`src/hw/rtl/btfifo_pkg.sv`:
```
// Shared types and constants for the byte- and time-bounded descriptor FIFO.
// No dependencies; imported by the controller, datapath and top level.
package btfifo_pkg;

   // Field widths fixed by the interface
   localparam int LEN_W   = 32;
   localparam int STAMP_W = 64;
   localparam int SPAN_W  = 48;
   localparam int BYTES_W = 40;
   localparam int COUNT_W = 9;
   localparam int CSR_W   = 48;

   // Operations
   localparam logic OP_PUSH  = 1'b0;
   localparam logic OP_CLEAR = 1'b1;

   // Result status codes
   localparam logic [1:0] STATUS_STORED  = 2'd0;
   localparam logic [1:0] STATUS_LARGE   = 2'd1;
   localparam logic [1:0] STATUS_EARLY   = 2'd2;
   localparam logic [1:0] STATUS_CLEARED = 2'd3;

   // Register indexes
   localparam logic CSR_MAX_BYTES = 1'b0;
   localparam logic CSR_MAX_SPAN  = 1'b1;

   localparam logic [LEN_W-1:0]   MAX_BYTES_RESET = 32'd1048576;
   localparam logic [SPAN_W-1:0]  MAX_SPAN_RESET  = '0;
   localparam logic [BYTES_W-1:0] BYTES_SAT       = '1;

   // Input beat
   typedef struct packed {
      logic                      operation;
      logic [LEN_W-1:0]          msg_length;
      logic signed [STAMP_W-1:0] timestamp;
   } req_type;

   // Result beat
   typedef struct packed {
      logic [1:0]         status;
      logic [COUNT_W-1:0] evicted_count;
      logic [COUNT_W-1:0] entry_count;
      logic [BYTES_W-1:0] bytes_held;
   } rsp_type;

   // Controller to datapath commands
   typedef struct packed {
      logic       latch;
      logic       do_clear;
      logic       evict;
      logic       append;
      logic       status_we;
      logic [1:0] status;
      logic       load_rsp;
   } cmd_type;

   // Datapath to controller status
   typedef struct packed {
      logic is_clear;
      logic too_large;
      logic byte_over;
      logic empty;
      logic full;
      logic span_on;
      logic ts_before;
      logic out_of_span;
      logic out_free;
   } sts_type;

endpackage

```
`src/hw/rtl/btfifo_ctrl.sv`:
```
// Controller: sequences clear, oversize check, byte eviction, time-window eviction and append per item.
// Depends on btfifo_pkg.
module btfifo_ctrl (
   input  logic                clock,
   input  logic                reset,
   input  logic                req_valid,
   output logic                req_ready,
   input  btfifo_pkg::sts_type sts,
   output btfifo_pkg::cmd_type cmd
);
   import btfifo_pkg::*;

   localparam logic [2:0] S_IDLE   = 3'd0;
   localparam logic [2:0] S_BYTE   = 3'd1;
   localparam logic [2:0] S_TCHK   = 3'd2;
   localparam logic [2:0] S_TEVICT = 3'd3;
   localparam logic [2:0] S_APPEND = 3'd4;

   logic [2:0] state_ff, state_in;
   logic       pend_ff, pend_in;
   logic       finish;

   always_comb begin
      state_in  = state_ff;
      cmd       = '0;
      finish    = 1'b0;
      req_ready = 1'b0;
      case (state_ff)
         // Hand off the last result and take the next beat
         S_IDLE: begin
            cmd.load_rsp = pend_ff && sts.out_free;
            req_ready    = !pend_ff || sts.out_free;
            if (req_valid && req_ready) begin
               cmd.latch = 1'b1;
               state_in  = S_BYTE;
            end
         end
         // Clear, oversize check, then evict until the length fits
         S_BYTE: begin
            if (sts.is_clear) begin
               cmd.do_clear  = 1'b1;
               cmd.status_we = 1'b1;
               cmd.status    = STATUS_CLEARED;
               finish        = 1'b1;
            end else if (sts.too_large) begin
               cmd.status_we = 1'b1;
               cmd.status    = STATUS_LARGE;
               finish        = 1'b1;
            end else if (sts.byte_over) begin
               cmd.evict = 1'b1;
            end else begin
               state_in = S_TCHK;
            end
         end
         // First look at the head timestamp
         S_TCHK: begin
            if (!sts.span_on || sts.empty) begin
               state_in = S_APPEND;
            end else if (sts.ts_before) begin
               cmd.status_we = 1'b1;
               cmd.status    = STATUS_EARLY;
               finish        = 1'b1;
            end else if (sts.out_of_span) begin
               cmd.evict = 1'b1;
               state_in  = S_TEVICT;
            end else begin
               state_in = S_APPEND;
            end
         end
         // Evict while the head is outside the window
         S_TEVICT: begin
            if (!sts.empty && sts.out_of_span) begin
               cmd.evict = 1'b1;
            end else begin
               state_in = S_APPEND;
            end
         end
         // Make room if full, then store
         S_APPEND: begin
            if (sts.full) begin
               cmd.evict = 1'b1;
            end else begin
               cmd.append    = 1'b1;
               cmd.status_we = 1'b1;
               cmd.status    = STATUS_STORED;
               finish        = 1'b1;
            end
         end
         default: begin
            state_in = S_IDLE;
         end
      endcase
      if (finish) begin
         state_in = S_IDLE;
      end
   end

   // Result pending until it moves into the output register
   always_comb begin
      pend_in = pend_ff;
      if (cmd.load_rsp) begin
         pend_in = 1'b0;
      end
      if (finish) begin
         pend_in = 1'b1;
      end
   end

   always_ff @(posedge clock) begin
      if (reset) begin
         state_ff <= S_IDLE;
         pend_ff  <= 1'b0;
      end else begin
         state_ff <= state_in;
         pend_ff  <= pend_in;
      end
   end

endmodule

```
`config.mk`:
```
export PLATFORM = sky130hd
export DESIGN_NAME = btfifo_ctrl
export DESIGN_NICKNAME = d
export VERILOG_FILES = /design/src/hw/rtl/btfifo_pkg.sv /design/src/hw/rtl/btfifo_ctrl.sv
export SDC_FILE = /design/constraint.sdc
export NUM_CORES = 1
export LEC_CHECK = 0
export BUFFER_PORTS_ARGS = -buffer_cell sky130_fd_sc_hd__clkbuf_2
export CAP_MARGIN = 20
export CORE_AREA = 3 3 40 42
export CTS_CLUSTER_SIZE = 25
export DETAILED_ROUTE_END_ITERATION = 8
export DIE_AREA = 0 0 43 45
export PLACE_DENSITY = 0.59
export SLEW_MARGIN = 20
export SYNTH_ARGS = -nofsm -noshare
export SYNTH_HDL_FRONTEND = slang
export SYNTH_SLANG_ARGS = --single-unit
```
`constraint.sdc`:
```
create_clock -name clock -period 1.35 [get_ports clock]
set_input_delay 0.0675 -clock clock [delete_from_list [all_inputs] [get_ports clock]]
set_output_delay 0.0675 -clock clock [all_outputs]
set_load 0.01 [all_outputs]
```
==> impl_results.md <==
- Cell variety after synth: 28
- TNS Setup: -84.2 ps
- Final Max Slew Viols: 0
- Core Util, Final: 0.458
- Ys async rst share: 0
- Gp weighted congestion: 0.841
- Peak supply drop: about 0.00024 V
- Inserted Diodes: 0
- Final nets: 88
- # DRC: 0
- Area delta synth->final: 43.3%
- Average wire per standard cell: ~13 um
- # setup viols final: 2
- Number of top-level pins: 21
- Initial Utilization: 0.319
- Final std cells w/o fill: 89
- Max Cap Viol: 0
- Most common cell after layout, fill and taps aside: clkbuf_2
- WHS: 71.5 ps
- Dpl cells: between 80 and 90
- Post-synthesis sequential area ratio: 0.195
- Initial drt markers: 16
- Final Hold Viols: 0
- Measured slew at the worst slew-check pin: 280 ps
- Cell breakdown of the critical path: nor4b_4 > nand3_2 > nand2_2 > or2_1 > buf_2
- Full die area: 1940 sq um
- Routed Antenna Nets: 0
- Detailed-route via count: 451
- Clock buffer depth: 2
- Die Wd: ~43 um
- Slowest stage delay, CP: 380 ps
- Core box area: ~1300 sq um
- Mapped Area: 410 sq um
- Largest net degree at the start of global routing: 9
- Filler instances: 139
- Syn Nets: just over 60
- Max-slew headroom: 0.811
- Port Buffers: 20
- Reg clk slew, reported paths: 40 ps
- Post-layout min period: 1400 ps
- EDFF count, synth: 0
- H-tree depth: 1
- Area of the multi-input gates: 297 sq um
- Leading area contributor after synthesis: dfxtp_1
- Total CTS buffers: 3
- CP max stage cell: dfxtp_4
- #FFs+latches synth: 4
- Num Clock Sinks: 4
- Via density per instance: 5.07
- Syn Inst Count: 50
- Total wire length: 1140 um
- DP HPWL: approximately 900 um
- DRT Pass-1 Iters: 4
- Leakage: ~0.28 nW
- Total power: 479 uW
- GRT overflow: 0
- Fin crit share: 1.04
- TritonCTS clock tree: built
- Tot GR Track Use: 0.131
- Die Y: 45 um
- RSZ-0062 raised after global routing: yes
- Top post-synthesis cells by area: dfxtp_1 20%, nor4b_4 12%, buf_6 8.2%
- Predominant post-synthesis flop cell: dfxtp_1
- CP max FO: 8
- Root buffer cell: clkbuf_4
- Critical path type: flop to output port
- Yosys warnings: 0
- Fraction of layout cells with a size suffix above 1: 0.554
- Worst EP arrival: 1330 ps
- Final setup margin: -48.7 ps
- Crit end category: output port
- Post-synth top area share: 0.195
- Initial antenna violation count: 0
- Most frequent cells in the layout: 18 x clkbuf_2, 4 x nand2_1, 4 x a21oi_1, 4 x buf_4
- Min-Delay Path Class: input pin to flop
- Register Area: between 90 and 100 sq um
- Worst-Skew Late Latency: approximately 230 ps
- # rows: 13
- Critical Path RT: 1280 ps
- Outcome: finished, violations left
- Fmax: 715 MHz
- Clk_skew: 4.19 ps
- First-pass GRT wire length: 1900 um
- Violated checks: setup timing
- Syn avg cell area: 8.21 sq um
- Vias in the first global route: 470
- Power per cell area: 815 nW/um^2
- Startpoint class of the critical path: flop
power by group:
| group | internal (mW) | switching, mW | total (mW) |
|---|---|---|---|
| registers | 0.128 | 0.0206 | 0.148 |
| clock network | 0.0994 | 0.0484 | 0.148 |
| logic | 0.0931 | 0.0900 | 0.183 |
path summary, 6_finish.rpt:
kind,from,to,slack [ps],depth (start not counted)
max,state_ff[0]$_SDFFE_PP0P_,cmd[3],-50,5
max reg2reg,state_ff[1]$_SDFFE_PP0P_,state_ff[0]$_SDFFE_PP0P_,170,5
min,reset,pend_ff$_SDFFE_PP0P_,70,2
min reg2reg,pend_ff$_SDFFE_PP0P_,pend_ff$_SDFFE_PP0P_,570,2
layer usage:
metal,vias to the layer above,wire (um),global-route usage
li1,227,-,-
met4,0,0,0.0723
met5,-,0,0
met2,18,607,0.246
met1,206,473,0.145
met3,0,59,0.0120
sequential cells by signal (all words and copies together) (netlist names):
| name | flops |
|---|---|
| state_ff | 3 |
| pend_ff | 1 |
critical path: cells and delay by family, from the launching register on:
| kind | cells | cell delay, ps |
|---|---|---|
| buffers and inverters | 1 | 120 |
| flip-flops | 1 | 380 |
| AND/OR/NAND/NOR | 4 | 590 |
kinds of logic (layout without fill, tap and decap cells):
group	count (synthesis)	after routing	share of synthesized area
buf+inv	7	31	0.128
simple gates	27	27	0.485
compound gates	12	12	0.192
flops	4	4	0.195
through the flow:
step | instance area (sq um) | setup WS (ps)
after global placement | 510 | 40.9
after CTS | 572 | -72.2
after detailed placement | 510 | 37.4
final | 588 | -48.7
after global routing | 588 | -133
after floorplan | 410 | 181
Yosys cell counts, drive strengths merged (2+ instances only):
cell type	instances
nor2	3
inv	3
nand3	2
o21ai	5
nor3	2
a21oi	4
nor4	3
nor4b	2
buf	4
nand2	6
nand2b	2
dfxtp	4
layout make-up:
| cell class | instances | share of cell area |
|---|---|---|
| multi-input cells | 39 | 0.504 |
| flip-flops and latches | 4 | 0.155 |
| clock buffers | 3 | 0.0383 |
| repair buffers | 25 | 0.251 |
| well taps | 15 | 0.0319 |
| inverters | 3 | 0.0191 |
what timing repair did:
action | 4_1_cts | 5_1_grt
gates resized for setup | 9 | 5
hold buffers | 0 | 0
pin swaps | 4 | 1
endpoints found under the setup margin | 8 | 7
buffers inserted | 2 | 0
Note: power is estimated with default switching activity, not from simulation.
